`src/sv/b64d_pkg.sv`:
```
// ----------------------------------------------------------------------------
// b64d_pkg
// Item types, alphabet lookup and count helpers for the base64 stream decoder.
// ----------------------------------------------------------------------------
package b64d_pkg;

  localparam logic [7:0] CHAR_PAD   = 8'h3D;  // '='
  localparam logic [5:0] SEXTET_62  = 6'd62;
  localparam logic [5:0] SEXTET_63  = 6'd63;
  localparam logic [2:0] PAD_MAX    = 3'd7;
  localparam logic [1:0] HELD_FULL  = 2'd3;

  typedef struct packed {
    logic [7:0] char_code;
    logic       end_of_text;
  } in_item_t;

  typedef struct packed {
    logic [7:0] byte_first;
    logic [7:0] byte_second;
    logic [7:0] byte_third;
    logic [1:0] byte_count;
    logic       last_group;
    logic       bad_length;
  } out_item_t;

  typedef struct packed {
    logic       hit;     // character is in the alphabet
    logic       is_pad;  // character is '='
    logic [5:0] sextet;
  } map_t;

  // Standard and URL-safe alphabets together; codes of 128 and up never hit.
  function automatic map_t map_char(input logic [7:0] c);
    map_t m;
    m = '{hit: 1'b0, is_pad: 1'b0, sextet: 6'd0};
    if (c >= 8'h41 && c <= 8'h5A) begin
      m.hit = 1'b1;
      m.sextet = 6'(c - 8'h41);
    end else if (c >= 8'h61 && c <= 8'h7A) begin
      m.hit = 1'b1;
      m.sextet = 6'(c - 8'h61 + 8'd26);
    end else if (c >= 8'h30 && c <= 8'h39) begin
      m.hit = 1'b1;
      m.sextet = 6'(c - 8'h30 + 8'd52);
    end else if (c == 8'h2B || c == 8'h2D) begin
      m.hit = 1'b1;
      m.sextet = SEXTET_62;
    end else if (c == 8'h2F || c == 8'h5F) begin
      m.hit = 1'b1;
      m.sextet = SEXTET_63;
    end else if (c == CHAR_PAD) begin
      m.hit = 1'b1;
      m.is_pad = 1'b1;
    end
    return m;
  endfunction

  function automatic logic [1:0] count_for_pad(input logic [2:0] pad);
    logic [1:0] n;
    case (pad)
      3'd0:    n = 2'd3;
      3'd1:    n = 2'd2;
      default: n = 2'd1;
    endcase
    return n;
  endfunction

  // Masks bytes beyond the count to zero.
  function automatic out_item_t make_result(input logic [23:0] bits, input logic [1:0] cnt,
                                            input logic last, input logic bad);
    out_item_t r;
    r.byte_first  = (cnt >= 2'd1) ? bits[23:16] : 8'd0;
    r.byte_second = (cnt >= 2'd2) ? bits[15:8]  : 8'd0;
    r.byte_third  = (cnt == 2'd3) ? bits[7:0]   : 8'd0;
    r.byte_count  = cnt;
    r.last_group  = last;
    r.bad_length  = bad;
    return r;
  endfunction

endpackage

```
`src/sv/b64d_in_stage.sv`:
```
// ----------------------------------------------------------------------------
// b64d_in_stage
// Input register: captures one item per cycle, holds it while the core stalls.
// ----------------------------------------------------------------------------
module b64d_in_stage (
  input  logic               clk,
  input  logic               rst_n,
  input  logic               in_valid,
  input  b64d_pkg::in_item_t in_item,
  output logic               in_stall,
  input  logic               advance,
  output logic               hold_valid,
  output b64d_pkg::in_item_t hold_item
);

  logic               valid_r;
  logic               valid_nxt;
  b64d_pkg::in_item_t item_r;

  // Register frees up when empty or when its item moves into the core.
  assign in_stall  = valid_r && !advance;
  assign valid_nxt = in_stall ? valid_r : in_valid;

  always_ff @(posedge clk) begin
    if (!rst_n) begin
      valid_r <= 1'b0;
    end else begin
      valid_r <= valid_nxt;
    end
  end

  always_ff @(posedge clk) begin
    if (in_valid && !in_stall) begin
      item_r <= in_item;
    end
  end

  assign hold_valid = valid_r;
  assign hold_item  = item_r;

endmodule

```
`src/sv/b64d_group_unit.sv`:
```
// ----------------------------------------------------------------------------
// b64d_group_unit
// Sextet lookup, group accumulation and the result register.
// ----------------------------------------------------------------------------
module b64d_group_unit (
  input  logic                clk,
  input  logic                rst_n,
  input  logic                hold_valid,
  input  b64d_pkg::in_item_t  hold_item,
  output logic                advance,
  output logic                out_valid,
  output b64d_pkg::out_item_t out_item,
  input  logic                out_stall
);

  logic [17:0]         store_r, store_nxt;
  logic [1:0]          held_r, held_nxt;
  logic [2:0]          pad_r, pad_nxt;
  logic                finished_r, finished_nxt;
  logic                out_valid_r, out_valid_nxt;
  b64d_pkg::out_item_t out_item_r, out_item_nxt;

  b64d_pkg::map_t      m;
  logic                fire;
  logic                eot;
  logic [2:0]          pad_a;
  logic [17:0]         store_a;
  logic [1:0]          held_a;
  logic                emit;

  assign advance = !out_valid_r || !out_stall;
  assign fire    = hold_valid && advance;
  assign eot     = hold_item.end_of_text;
  assign m       = b64d_pkg::map_char(hold_item.char_code);

  assign pad_a   = (m.hit && m.is_pad && pad_r < b64d_pkg::PAD_MAX) ? pad_r + 3'd1 : pad_r;
  assign store_a = {store_r[11:0], m.sextet};
  assign held_a  = held_r + 2'd1;

  always_comb begin
    store_nxt    = store_r;
    held_nxt     = held_r;
    pad_nxt      = pad_r;
    finished_nxt = finished_r;
    emit         = 1'b0;
    out_item_nxt = b64d_pkg::make_result(24'd0, 2'd0, 1'b1, 1'b0);
    if (finished_r) begin
      // padded group already out: skip until end of text
      if (eot) begin
        emit         = 1'b1;
        finished_nxt = 1'b0;
      end
    end else if (m.hit && held_r == b64d_pkg::HELD_FULL) begin
      emit         = 1'b1;
      out_item_nxt = b64d_pkg::make_result({store_r, m.sextet},
                                           b64d_pkg::count_for_pad(pad_a), eot, 1'b0);
      store_nxt    = 18'd0;
      held_nxt     = 2'd0;
      pad_nxt      = 3'd0;
      finished_nxt = !eot && (pad_a != 3'd0);
    end else begin
      if (m.hit) begin
        store_nxt = store_a;
        held_nxt  = held_a;
        pad_nxt   = pad_a;
      end
      if (eot) begin
        emit = 1'b1;
        case (held_nxt)
          2'd0: out_item_nxt = b64d_pkg::make_result(24'd0, 2'd0, 1'b1, 1'b0);
          2'd1: out_item_nxt = b64d_pkg::make_result(24'd0, 2'd0, 1'b1, 1'b1);
          2'd2: out_item_nxt = b64d_pkg::make_result({store_nxt[11:0], 12'd0}, 2'd1,
                                                     1'b1, 1'b0);
          default: out_item_nxt = b64d_pkg::make_result({store_nxt, 6'd0},
                                                        (pad_nxt == 3'd0) ? 2'd2 : 2'd1,
                                                        1'b1, 1'b0);
        endcase
        store_nxt = 18'd0;
        held_nxt  = 2'd0;
        pad_nxt   = 3'd0;
      end
    end
  end

  assign out_valid_nxt = advance ? (fire && emit) : out_valid_r;

  always_ff @(posedge clk) begin
    if (!rst_n) begin
      store_r     <= 18'd0;
      held_r      <= 2'd0;
      pad_r       <= 3'd0;
      finished_r  <= 1'b0;
      out_valid_r <= 1'b0;
    end else begin
      out_valid_r <= out_valid_nxt;
      if (fire) begin
        store_r    <= store_nxt;
        held_r     <= held_nxt;
        pad_r      <= pad_nxt;
        finished_r <= finished_nxt;
      end
    end
  end

  always_ff @(posedge clk) begin
    if (fire && emit) begin
      out_item_r <= out_item_nxt;
    end
  end

  assign out_valid = out_valid_r;
  assign out_item  = out_item_r;

  a_finished_empty: assert property (@(posedge clk) disable iff (!rst_n)
    finished_r |-> (held_r == 2'd0 && pad_r == 3'd0))
    else $error("finished group still holds sextets");

  a_eot_gives_result: assert property (@(posedge clk) disable iff (!rst_n)
    fire && eot |=> out_valid_r && out_item_r.last_group)
    else $error("end of text gave no last result");

  a_eot_clears: assert property (@(posedge clk) disable iff (!rst_n)
    fire && eot |=> (held_r == 2'd0 && pad_r == 3'd0 && !finished_r))
    else $error("state not cleared after end of text");

  a_bad_form: assert property (@(posedge clk) disable iff (!rst_n)
    out_valid_r && out_item_r.bad_length |-> (out_item_r.last_group
                                              && out_item_r.byte_count == 2'd0))
    else $error("bad length flag on a non-empty or non-last result");

endmodule

```
`src/sv/base64_stream_decoder.sv`:
```
// ----------------------------------------------------------------------------
// base64_stream_decoder
// Base64 decoder, standard and URL-safe alphabets, one character per item.
// ----------------------------------------------------------------------------
// An item enters the input register; its result is then registered for output.
// Throughput: one item per cycle while out_stall is low; the input register
// and the result register are the only stages; the group state is registered.
// Reset: synchronous, active low; clears the partial group, pad count and both
// stage valids. No clearing pass.
module base64_stream_decoder (
  input  logic                clk,
  input  logic                rst_n,
  input  logic                in_valid,
  input  b64d_pkg::in_item_t  in_item,
  output logic                in_stall,
  output logic                out_valid,
  output b64d_pkg::out_item_t out_item,
  input  logic                out_stall
);

  logic               advance;
  logic               hold_valid;
  b64d_pkg::in_item_t hold_item;

  b64d_in_stage u_in_stage (
    .clk        (clk),
    .rst_n      (rst_n),
    .in_valid   (in_valid),
    .in_item    (in_item),
    .in_stall   (in_stall),
    .advance    (advance),
    .hold_valid (hold_valid),
    .hold_item  (hold_item)
  );

  b64d_group_unit u_group_unit (
    .clk        (clk),
    .rst_n      (rst_n),
    .hold_valid (hold_valid),
    .hold_item  (hold_item),
    .advance    (advance),
    .out_valid  (out_valid),
    .out_item   (out_item),
    .out_stall  (out_stall)
  );

endmodule

```
`config.mk`:
```
export PLATFORM = sky130hd
export DESIGN_NAME = base64_stream_decoder
export DESIGN_NICKNAME = d
export VERILOG_FILES = /design/src/sv/b64d_pkg.sv /design/src/sv/b64d_in_stage.sv /design/src/sv/b64d_group_unit.sv /design/src/sv/base64_stream_decoder.sv
export SDC_FILE = /design/constraint.sdc
export NUM_CORES = 1
export LEC_CHECK = 0
export BUFFER_PORTS_ARGS = -buffer_cell sky130_fd_sc_hd__buf_2
export CAP_MARGIN = 20
export CORE_ASPECT_RATIO = 2
export CORE_MARGIN = 1.5
export CORE_UTILIZATION = 56
export DETAILED_ROUTE_END_ITERATION = 7
export GPL_TIMING_DRIVEN = 0
export PLACE_DENSITY = 0.84
export SLEW_MARGIN = 20
export SYNTH_ARGS = -nofsm -noshare
export SYNTH_HDL_FRONTEND = slang
export SYNTH_SLANG_ARGS = --single-unit
```
`constraint.sdc`:
```
create_clock -name clk -period 5.8 [get_ports clk]
set_input_delay 0.29 -clock clk [delete_from_list [all_inputs] [get_ports clk]]
set_output_delay 0.29 -clock clk [all_outputs]
set_load 0.03 [all_outputs]
```
==> run summary, run 1 <==
number of antenna violations at the first check in global routing -> 0
Std-Cell Rows -> 40
area share of and/or/nand/nor cells after synthesis -> 18.0%
initial core utilization -> 58.3%
power dissipated by switching net loads -> 256 µW
DIE WIDTH -> 58.9 µm
synthesized instance count -> 341
Critical Path Start -> u_in_stage.hold_item[3]
CP endpoint -> u_group_unit.out_item[22]
FMAX -> 269 MHz
multiplexer share of the synthesized area -> 3.22%
detailed-route DRC error count -> 0
syn_nets -> 365
launch instance of the worst register-to-register path -> u_in_stage.hold_item[3]
arrival time at the worst endpoint -> 3680 ps
total via count after detailed routing -> 2909
number of buffers inserted for hold repair after clock tree synthesis -> 0
final WL -> 8.62 mm
highest-count cells in the layout ignoring fill and taps -> sky130_fd_sc_hd__buf_2 (47), sky130_fd_sc_hd__edfxtp_1 (37), sky130_fd_sc_hd__nand2_1 (27)
number of fillers in the final layout -> 446
Clk pin slew, worst setup/hold paths -> 50 ps
most instantiated flip-flop cell in the synthesis netlist -> sky130_fd_sc_hd__edfxtp_1
# Max-Cap Violations -> 0
relative slew slack -> 41.3%
P_leak -> 1.64 nW
unrepaired setup endpoints after global routing -> false
#FFs+latches synth -> 63
PostCTS Resize Cnt -> 0
highest ir drop seen on vdd -> 0.000213 V
share of flip-flops with an asynchronous set or reset after synthesis -> 0%
number of cells traversed by the worst register-to-register path -> 13
endpoint kind of the worst setup timing path -> register
worst-skew pair later-pin latency -> 330 ps
count of buffers added by post-CTS timing repair for setup -> 0
maximum number of pins on one net before global-route repair -> 29
share of the clock period used by the worst path after layout -> 64.1%
Initial DRT Pass Iterations -> 5
initial detailed-routing violation count -> 190
Fin Hold WS -> 129 ps
wire length of the first global-routing pass -> 13.6 mm
startpoint kind of the worst setup timing path -> register
pwr dens -> 287 nW/µm²
Final min period -> 3720 ps
combinational cell fraction of total power -> 7.8%
net switching fraction of the power -> 21.6%
final antenna diode count -> 0
Synth cell types -> 65
Routed wire per std cell -> 18.7 µm
worst path cell trace -> inv_1 > ha_1 > buf_4 > a21oi_1 > nor3_1 > a311o_1 > buf_6 > nand4_4 > and3_2 > buf_2 > buf_2 > nor2_1 > nor2_4
floorplan die area -> 6770 µm²
clock skew after layout -> 5.53 ps
post-synthesis share of cell area spent on xor and xnor gates -> 0.750%
max-slew violation total from the final report -> 0
sequential share of power -> 41.2%
post-synthesis to final-layout area growth -> 18.1%
aggregate global-route resource usage -> 26.8%
clock group share of total power -> 51.0%
post-DR vias/cell -> 6.30
run status -> completed
Hold Crit Class -> input port to register
I/O pin total -> 43
Tightest Pin Transition -> 878 ps
Num CTS Buffers -> 9
post-DP HPWL -> 6.41 mm
adder and majority gate portion of the synthesized area -> 3.93%
area fraction in compound gates after synthesis -> 22.1%
WS Path Type -> register to register
post-synthesis sequential area ratio -> 46.6%
startpoint of the lowest-slack hold path -> in_item[3]
utilization of the core after routing -> 68.9%
Remaining Overflow, GRT -> 0
Routed Antenna Nets -> 0
vias in the first global route -> 2923
y dimension of the die -> 115 µm
number of flops mapped to enable cells by yosys -> 37
leading cell type in the layout, fill and taps excluded -> sky130_fd_sc_hd__buf_2
total number of yosys warnings -> 0
root buf cell -> sky130_fd_sc_hd__clkbuf_16
Power Internal -> 931 µW
Post-Syn Area per Cell -> 10.3 µm²
number of buffers added on ports -> 42
number of failing hold endpoints at the final stage -> 0
summed negative setup slack over all endpoints -> 0 ps
clock tree sinks -> 63
maximum fanout encountered on the critical timing path -> 28
final setup violation count -> 0
H-Tree Level Count -> 3
Max stage delay cell, worst path -> sky130_fd_sc_hd__nor2_4
largest incremental delay on the critical path -> 580 ps
largest family of logic cells by synthesized area -> compound AO/OA/AOI/OAI gates
r2r setup slk -> 2080 ps
Most Frequent Cell on Critical Path -> sky130_fd_sc_hd__buf_2
TritonCTS clock tree -> done
Post-layout nets -> 418
worst endpoint required time -> 5760 ps
Core Box Area -> 6010 µm²
fraction of layout cells with a size suffix above 1 -> 21.3%
maximum count of clock buffers along a single path -> 2
routability-driven placement congestion ratio -> 0.869
cell area after technology mapping -> 3500 µm²
worst reg2reg endpoint -> u_group_unit.out_item[22]
-- Yosys cell counts, types with 2 or more instances --
cell type / number / area, µm²
sky130_fd_sc_hd__nor2b_1: 22 / 138
sky130_fd_sc_hd__mux2_2: 2 / 22.5
sky130_fd_sc_hd__nor3_1: 3 / 15.0
sky130_fd_sc_hd__dfxtp_1: 26 / 521
sky130_fd_sc_hd__o21ai_1: 4 / 20.0
sky130_fd_sc_hd__buf_2: 5 / 25.0
sky130_fd_sc_hd__xnor2_1: 3 / 26.3
sky130_fd_sc_hd__nor2_1: 24 / 90.1
sky130_fd_sc_hd__o22ai_1: 3 / 18.8
sky130_fd_sc_hd__nand3_1: 2 / 10.0
sky130_fd_sc_hd__a22o_1: 14 / 123
sky130_fd_sc_hd__a32oi_1: 2 / 17.5
sky130_fd_sc_hd__clkbuf_1: 8 / 30.0
sky130_fd_sc_hd__buf_6: 2 / 22.5
sky130_fd_sc_hd__a32o_1: 5 / 50.1
sky130_fd_sc_hd__nand2b_1: 6 / 37.5
sky130_fd_sc_hd__a21boi_0: 3 / 22.5
sky130_fd_sc_hd__a21oi_1: 15 / 75.1
sky130_fd_sc_hd__buf_4: 4 / 30.0
sky130_fd_sc_hd__a22oi_1: 19 / 143
sky130_fd_sc_hd__a31o_1: 2 / 17.5
sky130_fd_sc_hd__and2_1: 2 / 12.5
sky130_fd_sc_hd__o21ai_0: 15 / 75.1
sky130_fd_sc_hd__and3_1: 9 / 56.3
sky130_fd_sc_hd__a31oi_1: 2 / 12.5
sky130_fd_sc_hd__mux2i_1: 9 / 90.1
sky130_fd_sc_hd__edfxtp_1: 37 / 1110
sky130_fd_sc_hd__inv_1: 20 / 75.1
sky130_fd_sc_hd__ha_1: 11 / 138
sky130_fd_sc_hd__nand2_1: 27 / 101
-- worst max-delay path: cells and delay by family (launching register included) --
family	cells	cell delay (ps)
buf+inv	5	990
compound gates	2	470
fa+ha+maj	1	230
flops	1	570
simple gates	5	1060
-- registers in the layout, summed over array words and instances, names as in the netlist --
signal                   flops
u_group_unit.out_valid       1
u_in_stage.hold_item         9
u_group_unit.store_r        18
u_group_unit.held_r          2
u_group_unit.pad_r           3
u_group_unit.out_item       28
u_in_stage.hold_valid        1
u_group_unit.finished_r      1
-- area by class of cell --
class	count	area, µm²	share of cell area [%]
Inverter	21	78.8	1.91
Buffer	20	113	2.72
Multi-Input combinational cell	237	1690	40.8
Clock inverter	6	109	2.63
Tap cell	63	78.8	1.91
Timing Repair Buffer	42	210	5.08
Clock buffer	10	229	5.54
Sequential cell	63	1630	39.4
-- kinds of logic (layout without fill, tap and decap cells) --
group / count (synthesis) / in the layout
AOI/OAI and AO/OA: 102 / 102
xor gates and xnor gates: 3 / 3
adders and majority gates: 11 / 11
buffers and inverters: 41 / 99
DFF: 63 / 63
muxes: 11 / 11
and+or+nand+nor: 110 / 110
-- power groups by stage --
stage	Clock [mW]	Sequential (mW)	Combinational, mW
floorplan	0	0.502	0.0589
detailed placement	0	0.497	0.0907
global placement	0	0.497	0.0872
finish	0.605	0.489	0.0929
CTS	0.614	0.488	0.0916
global route	0.630	0.489	0.0995
-- through the flow --
step                worst slack [ps]  total power [mW]  instances  instance area [µm²]
floorplan                       1930             0.560        341                 3500
global placement                1170             0.585        446                 3790
detailed placement              2100             0.588        446                 3800
CTS                             2100              1.19        462                 4140
global route                    1890              1.22        462                 4140
finish                          2080              1.19        462                 4140
-- how the worst min path moves through the flow --
| stage | to | slack, ps | cells after the start |
|---|---|---|---|
| 2_1_floorplan | u_in_stage.hold_item[0] | 390 | 0 |
| 3_3_place_gp | u_in_stage.hold_item[6] | 470 | 1 |
| 3_5_place_dp | u_in_stage.hold_item[3] | 470 | 1 |
| 4_1_cts | u_in_stage.hold_item[3] | 120 | 1 |
| 5_1_grt | u_in_stage.hold_item[6] | 120 | 1 |
| 6_report | u_in_stage.hold_item[3] | 130 | 1 |
-- routing by layer --
metal  part of all wire [%]  up-vias  track usage (%)
li1                       -     1373                -
met3                    5.5       42             8.21
met4                    6.1        0             20.5
met1                     35     1362             25.1
met5                      0        -                0
met2                     54      132             46.4
(Power assumes the default switching activity.)
==> run 2: changes to the inputs <==
==> constraint.sdc (replaced) <==
create_clock -name clk -period 3.8 [get_ports clk]
set_input_delay 0.19 -clock clk [delete_from_list [all_inputs] [get_ports clk]]
set_output_delay 0.19 -clock clk [all_outputs]
set_load 0.03 [all_outputs]
==> run summary, run 2 (synthesis results as in run 1) <==
run status -> completed
I/O pin total -> 43 (unchanged)
largest incremental delay on the critical path -> 560 ps (-20 ps)
highest ir drop seen on vdd -> 0.000371 V (+74%)
wire length of the first global-routing pass -> 13.7 mm (+0.76%)
Routed wire per std cell -> 19.4 µm (+4.2%)
unrepaired setup endpoints after global routing -> false
maximum count of clock buffers along a single path -> 2 (unchanged)
Design Power -> 1.75 mW (+48%)
worst hold path stage count -> 1 (unchanged)
Std-Cell Rows -> 40 (unchanged)
max-slew violation total from the final report -> 0 (unchanged)
post-synthesis to final-layout area growth -> 17.8%
y dimension of the die -> 115 µm (unchanged)
startpoint of the lowest-slack hold path -> in_item[8]
# Max-Cap Violations -> 0 (unchanged)
Max stage delay cell, worst path -> sky130_fd_sc_hd__edfxtp_1
number of buffers added on ports -> 42 (unchanged)
maximum number of pins on one net before global-route repair -> 29 (unchanged)
max reg flops -> 28 (unchanged)
number of antenna violations at the first check in global routing -> 0 (unchanged)
total via count after detailed routing -> 2998 (+3.1%)
cell count along the critical path -> 13 (unchanged)
worst setup timing slack at the placement stage -> 161 ps (-1940 ps)
vias in the first global route -> 2893 (-1.0%)
number of buffers inserted for hold repair after clock tree synthesis -> 0 (unchanged)
multi-input logic area -> 1700 µm² (+0.67%)
P_leak -> 1.63 nW (-0.26%)
Post-layout nets -> 419 (+0.24%)
final WL -> 9.00 mm (+4.4%)
worst path setup slack after routing -> 271 ps (-1810 ps)
TritonCTS clock tree -> done
startpoint kind of the worst setup timing path -> register
Tightest Pin Transition -> 863 ps (-14.8 ps)
initial detailed-routing violation count -> 227 (+19%)
fraction of layout cells with a size suffix above 1 -> 21.5% (+0.20 points)
worst endpoint required time -> 3790 ps (-1970 ps)
endpoint with the worst hold slack -> u_in_stage.hold_item[8]
post-placement cell area -> 3800 µm² (unchanged)
Remaining Overflow, GRT -> 0 (unchanged)
detailed-route DRC error count -> 0 (unchanged)
floorplan die area -> 6770 µm² (unchanged)
endpoint kind of the worst setup timing path -> register
Final Cell Area -> 4120 µm² (-0.30%)
number of failing hold endpoints at the final stage -> 0 (unchanged)
maximum fanout encountered on the critical timing path -> 14 (-50%)
Hold Crit Class -> input port to register
WS Path Type -> register to register
Most Frequent Cell on Critical Path -> sky130_fd_sc_hd__buf_2
Routed Antenna Nets -> 0 (unchanged)
clock skew after layout -> 2.46 ps (-3.07 ps)
DIE WIDTH -> 58.9 µm (unchanged)
number of cells traversed by the worst register-to-register path -> 13 (unchanged)
sequential standard cell area -> 1630 µm² (unchanged)
r2r setup slk -> 270 ps (-1810 ps)
Num CTS Buffers -> 9 (unchanged)
final setup violation count -> 0 (unchanged)
share of the clock period used by the worst path after layout -> 92.9% (+29 points)
buffering stage count on the worst path with inverters included -> 5 (unchanged)
FMAX -> 283 MHz (+5.4%)
worst-skew pair later-pin latency -> 340 ps (about the same)
post-DR vias/cell -> 6.48 (+2.8%)
routability-driven placement congestion ratio -> 0.907 (+4.4%)
aggregate global-route resource usage -> 26.9% (+0.066 points)
Clk pin slew, worst setup/hold paths -> 50 ps (about the same)
CP top delay family -> buffers and inverters
final antenna diode count -> 0 (unchanged)
highest-count cells in the layout ignoring fill and taps -> sky130_fd_sc_hd__buf_2 (47), sky130_fd_sc_hd__edfxtp_1 (37), sky130_fd_sc_hd__nand2_1 (27)
leading cell type in the layout, fill and taps excluded -> sky130_fd_sc_hd__buf_2
Initial DRT Pass Iterations -> 5 (unchanged)
launch instance of the worst register-to-register path -> u_in_stage.hold_item[3]
worst path cell trace -> inv_1 > ha_1 > buf_4 > a21oi_1 > nor3_1 > a311o_1 > buf_6 > nand4_4 > and3_2 > buf_2 > buf_2 > nor2_1 > nor2_4
Core Box Area -> 6010 µm² (unchanged)
pwr dens -> 425 nW/µm² (+48%)
H-Tree Level Count -> 3 (unchanged)
arrival time at the worst endpoint -> 3510 ps (-170 ps)
initial core utilization -> 58.3% (unchanged)
clock tree sinks -> 63 (unchanged)
root buf cell -> sky130_fd_sc_hd__clkbuf_16
number of fillers in the final layout -> 452 (+1.3%)
worst reg2reg endpoint -> u_group_unit.out_item[24]
relative slew slack -> 42.3% (+0.93 points)
Final min period -> 3530 ps (-190 ps)
post-DP HPWL -> 6.23 mm (-2.7%)
## run 2: cell count changes in the layout (fill, tap and decap cells not counted)
| cell | previous run | this run |
|---|---|---|
| sky130_fd_sc_hd__nor2_4 | 1 | 2 |
| sky130_fd_sc_hd__clkinvlp_4 | 2 | 1 |
| sky130_fd_sc_hd__clkinv_2 | 0 | 1 |
| sky130_fd_sc_hd__bufinv_16 | 3 | 2 |
| sky130_fd_sc_hd__clkinv_4 | 0 | 1 |
## run 2: worst max-delay path by stage
stage | startpoint | end | slack, ps
final | u_in_stage.hold_item[3] | u_group_unit.out_item[24] | 270
after global routing | u_in_stage.hold_item[3] | u_group_unit.out_item[26] | 140
after CTS | u_in_stage.hold_item[3] | u_group_unit.out_item[20] | 130
after detailed placement | u_in_stage.hold_item[3] | u_group_unit.out_item[8] | 160
after global placement | u_in_stage.hold_item[3] | u_group_unit.out_item[25] | -160
after floorplan | u_in_stage.hold_item[3] | u_group_unit.out_item[0] | 390
## run 2: layer usage
metal | vias up | track usage [%] | routed length, µm
met5 | - | 0 | 0
li1 | 1370 | - | -
met3 | 47 | 6.19 | 502
met4 | 0 | 16.8 | 518
met2 | 149 | 47.3 | 4760
met1 | 1432 | 27.5 | 3220
## run 2: power breakdown
| group | leakage (nW) | switching [mW] | total, mW | internal [mW] |
|---|---|---|---|---|
| clock network | 0.150 | 0.293 | 0.863 | 0.571 |
| registers | 0.584 | 0.0122 | 0.746 | 0.734 |
| logic | 0.900 | 0.0933 | 0.143 | 0.0501 |
## run 2: timing repair
| item | 4_1_cts | 5_1_grt |
|---|---|---|
| gates resized for setup | 0 | 1 |
| buffers inserted | 0 | 0 |
| setup endpoints to repair | 0 | 28 |
## run 2: worst reg2reg max path: cells and delay by family (launching register included)
family	cells	cell delay, ps
AOI/OAI and AO/OA	2	470
adders and majority gates	1	220
buffers and inverters	5	970
DFF	1	560
and+or+nand+nor	5	940
## run 2: area by class of cell
cell class | instances | area share [%]
Multi-Input combinational cell | 238 | 41.2
Sequential cell | 63 | 39.6
Clock buffer | 10 | 5.55
Timing Repair Buffer | 42 | 5.10
Buffer | 20 | 2.73
Clock inverter | 6 | 2.06
Inverter | 21 | 1.91
Tap cell | 63 | 1.91
## run 2: metrics by stage
step	hold slack, ps	cells	setup TNS [ps]	utilization [%]
after floorplan	289	341	0	-
after global placement	366	446	-4500	63.2
after detailed placement	369	446	0	63.2
after CTS	26.5	462	0	68.5
after global routing	28.0	463	0	68.7
final	24.6	463	0	68.7
==> run 3: changes to the inputs <==
--- a/config.mk
+++ b/config.mk
@@ -9,10 +9,10 @@
 export CAP_MARGIN = 20
 export CORE_ASPECT_RATIO = 2
 export CORE_MARGIN = 1.5
-export CORE_UTILIZATION = 56
+export CORE_UTILIZATION = 58
 export DETAILED_ROUTE_END_ITERATION = 7
 export GPL_TIMING_DRIVEN = 0
-export PLACE_DENSITY = 0.84
+export PLACE_DENSITY = 0.87
 export SLEW_MARGIN = 20
 export SYNTH_ARGS = -nofsm -noshare
 export SYNTH_HDL_FRONTEND = slang
==> run summary, run 3 (synthesis results as in run 1) <==
worst hold path stage count -> 1 (unchanged)
Final min period -> 3540 ps (+11.6 ps)
Routed wire per std cell -> 19.2 µm (-1.4%)
worst reg2reg endpoint -> u_group_unit.out_item[27]
max-slew violation total from the final report -> 0 (unchanged)
clock tree sinks -> 63 (unchanged)
TritonCTS clock tree -> done
# Max-Cap Violations -> 0 (unchanged)
Initial DRT Pass Iterations -> 7 (+2)
post-DP HPWL -> 6.29 mm (+0.91%)
CP endpoint -> u_group_unit.out_item[27]
utilization of the core after routing -> 72.1% (+3.5 points)
Power Internal -> 1.43 mW (+5.2%)
number of cells traversed by the worst register-to-register path -> 13 (unchanged)
Core Box Area -> 5760 µm² (-4.1%)
clock group share of total power -> 51.5% (+2.2 points)
final antenna diode count -> 0 (unchanged)
final setup violation count -> 0 (unchanged)
net switching fraction of the power -> 22.2% (-0.56 points)
Clk pin slew, worst setup/hold paths -> 60 ps (about the same)
floorplan die area -> 6540 µm² (-3.3%)
startpoint kind of the worst setup timing path -> register
highest ir drop seen on vdd -> 0.000356 V (-4.2%)
maximum number of pins on one net before global-route repair -> 29 (unchanged)
Fin Hold WS -> 28.1 ps (+3.54 ps)
total via count after detailed routing -> 2986 (-0.40%)
initial core utilization -> 60.8% (+2.5 points)
unrepaired setup endpoints after global routing -> false
H-Tree Level Count -> 3 (unchanged)
largest incremental delay on the critical path -> 570 ps (about the same)
violations in the final reports -> DRC
FMAX -> 282 MHz (-0.33%)
number of failing hold endpoints at the final stage -> 0 (unchanged)
relative slew slack -> 36.3% (-6.0 points)
post-DR vias/cell -> 6.48 (about the same)
run status -> finished with violations
r2r setup slk -> 260 ps (about the same)
launch instance of the worst register-to-register path -> u_in_stage.hold_item[3]
post-synthesis to final-layout area growth -> 18.6%
pwr dens -> 441 nW/µm² (+3.7%)
startpoint of the lowest-slack hold path -> in_item[5]
number of buffers added on ports -> 42 (unchanged)
Routed Antenna Nets -> 0 (unchanged)
maximum fanout encountered on the critical timing path -> 14 (unchanged)
buffering stage count on the worst path with inverters included -> 5 (unchanged)
wire length of the first global-routing pass -> 13.7 mm (-0.25%)
CP top delay family -> buffers and inverters
leading cell type in the layout, fill and taps excluded -> sky130_fd_sc_hd__buf_2
worst path cell trace -> inv_1 > ha_1 > buf_4 > a21oi_1 > nor3_1 > a311o_1 > buf_6 > nand4_4 > and3_2 > buf_2 > buf_2 > nor2_1 > nor2_4
clock skew after layout -> 5.40 ps (+2.95 ps)
combinational cell fraction of total power -> 7.8% (-0.4 points)
number of antenna violations at the first check in global routing -> 0 (unchanged)
share of the clock period used by the worst path after layout -> 93.2% (+0.31 points)
DIE WIDTH -> 57.9 µm (-1.7%)
worst-skew pair later-pin latency -> 340 ps (about the same)
Std-Cell Rows -> 39 (-2.5%)
I/O pin total -> 43 (unchanged)
fraction of layout cells with a size suffix above 1 -> 22.0% (+0.50 points)
highest-count cells in the layout ignoring fill and taps -> sky130_fd_sc_hd__buf_2 (47), sky130_fd_sc_hd__edfxtp_1 (37), sky130_fd_sc_hd__nand2_1 (27)
Num CTS Buffers -> 9 (unchanged)
cell count along the critical path -> 13 (unchanged)
Remaining Overflow, GRT -> 0 (unchanged)
Post-layout nets -> 419 (unchanged)
Max stage delay cell, worst path -> sky130_fd_sc_hd__edfxtp_1
sequential share of power -> 40.7% (-1.9 points)
aggregate global-route resource usage -> 28.1% (+1.2 points)
maximum count of clock buffers along a single path -> 2 (unchanged)
detailed-route DRC error count -> 5 (+5)
Critical Path Start -> u_in_stage.hold_item[3]
endpoint kind of the worst setup timing path -> register
initial detailed-routing violation count -> 274 (+21%)
vias in the first global route -> 2907 (+0.48%)
y dimension of the die -> 113 µm (-1.7%)
final WL -> 8.84 mm (-1.8%)
max reg flops -> 28 (unchanged)
routability-driven placement congestion ratio -> 0.914 (+0.75%)
power dissipated by switching net loads -> 406 µW (+1.9%)
WS Path Type -> register to register
root buf cell -> sky130_fd_sc_hd__clkbuf_16
P_leak -> 1.65 nW (+0.97%)
worst endpoint required time -> 3780 ps (about the same)
Hold Crit Class -> input port to register
Most Frequent Cell on Critical Path -> sky130_fd_sc_hd__buf_2
arrival time at the worst endpoint -> 3520 ps (about the same)
Tightest Pin Transition -> 953 ps (+90.2 ps)
-- run 3: area by class of cell --
class	instances	area, µm²
plain buffers	20	113
clock buffers	9	225
clock inverters	7	120
fillers	423	1610
inverters	21	78.8
multi-input cells	238	1700
flip-flops and latches	63	1630
well taps	61	76.3
repair buffers	42	210
-- run 3: worst min-delay path by stage --
stage                                          to  slack, ps
after CTS                 u_in_stage.hold_item[5]         20
after global placement    u_in_stage.hold_item[6]        370
after floorplan           u_in_stage.hold_item[0]        290
after global routing      u_in_stage.hold_item[3]         30
after detailed placement  u_in_stage.hold_item[5]        370
final                     u_in_stage.hold_item[5]         30
-- run 3: timing repair --
item	4_1_cts	5_1_grt
gates resized for setup	0	1
hold buffers	0	0
setup buffers	0	0
setup endpoints to repair	0	28
-- run 3: power by group through the flow --
stage | clock (mW) | combinational [mW] | sequential [mW]
after floorplan | 0 | 0.0901 | 0.765
after global placement | 0 | 0.133 | 0.759
after detailed placement | 0 | 0.137 | 0.759
after CTS | 0.947 | 0.139 | 0.745
after global routing | 0.974 | 0.154 | 0.746
final | 0.942 | 0.144 | 0.745
-- run 3: routing by layer --
metal | part of all wire, % | track usage, %
met3 | 5.3 | 6.40
met4 | 6.5 | 21.4
met1 | 35 | 27.6
met5 | 0 | 0
met2 | 54 | 48.9
-- run 3: metrics by stage --
step                      setup WS (ps)  TNS, ps  total power, mW  cells  area (µm²)
after floorplan                     390        0            0.855    341        3500
after CTS                           118        0             1.83    460        4140
after detailed placement            161        0            0.896    444        3800
final                               259        0             1.83    461        4150
after global routing               95.9        0             1.87    461        4150
after global placement             -160    -4450            0.891    444        3790
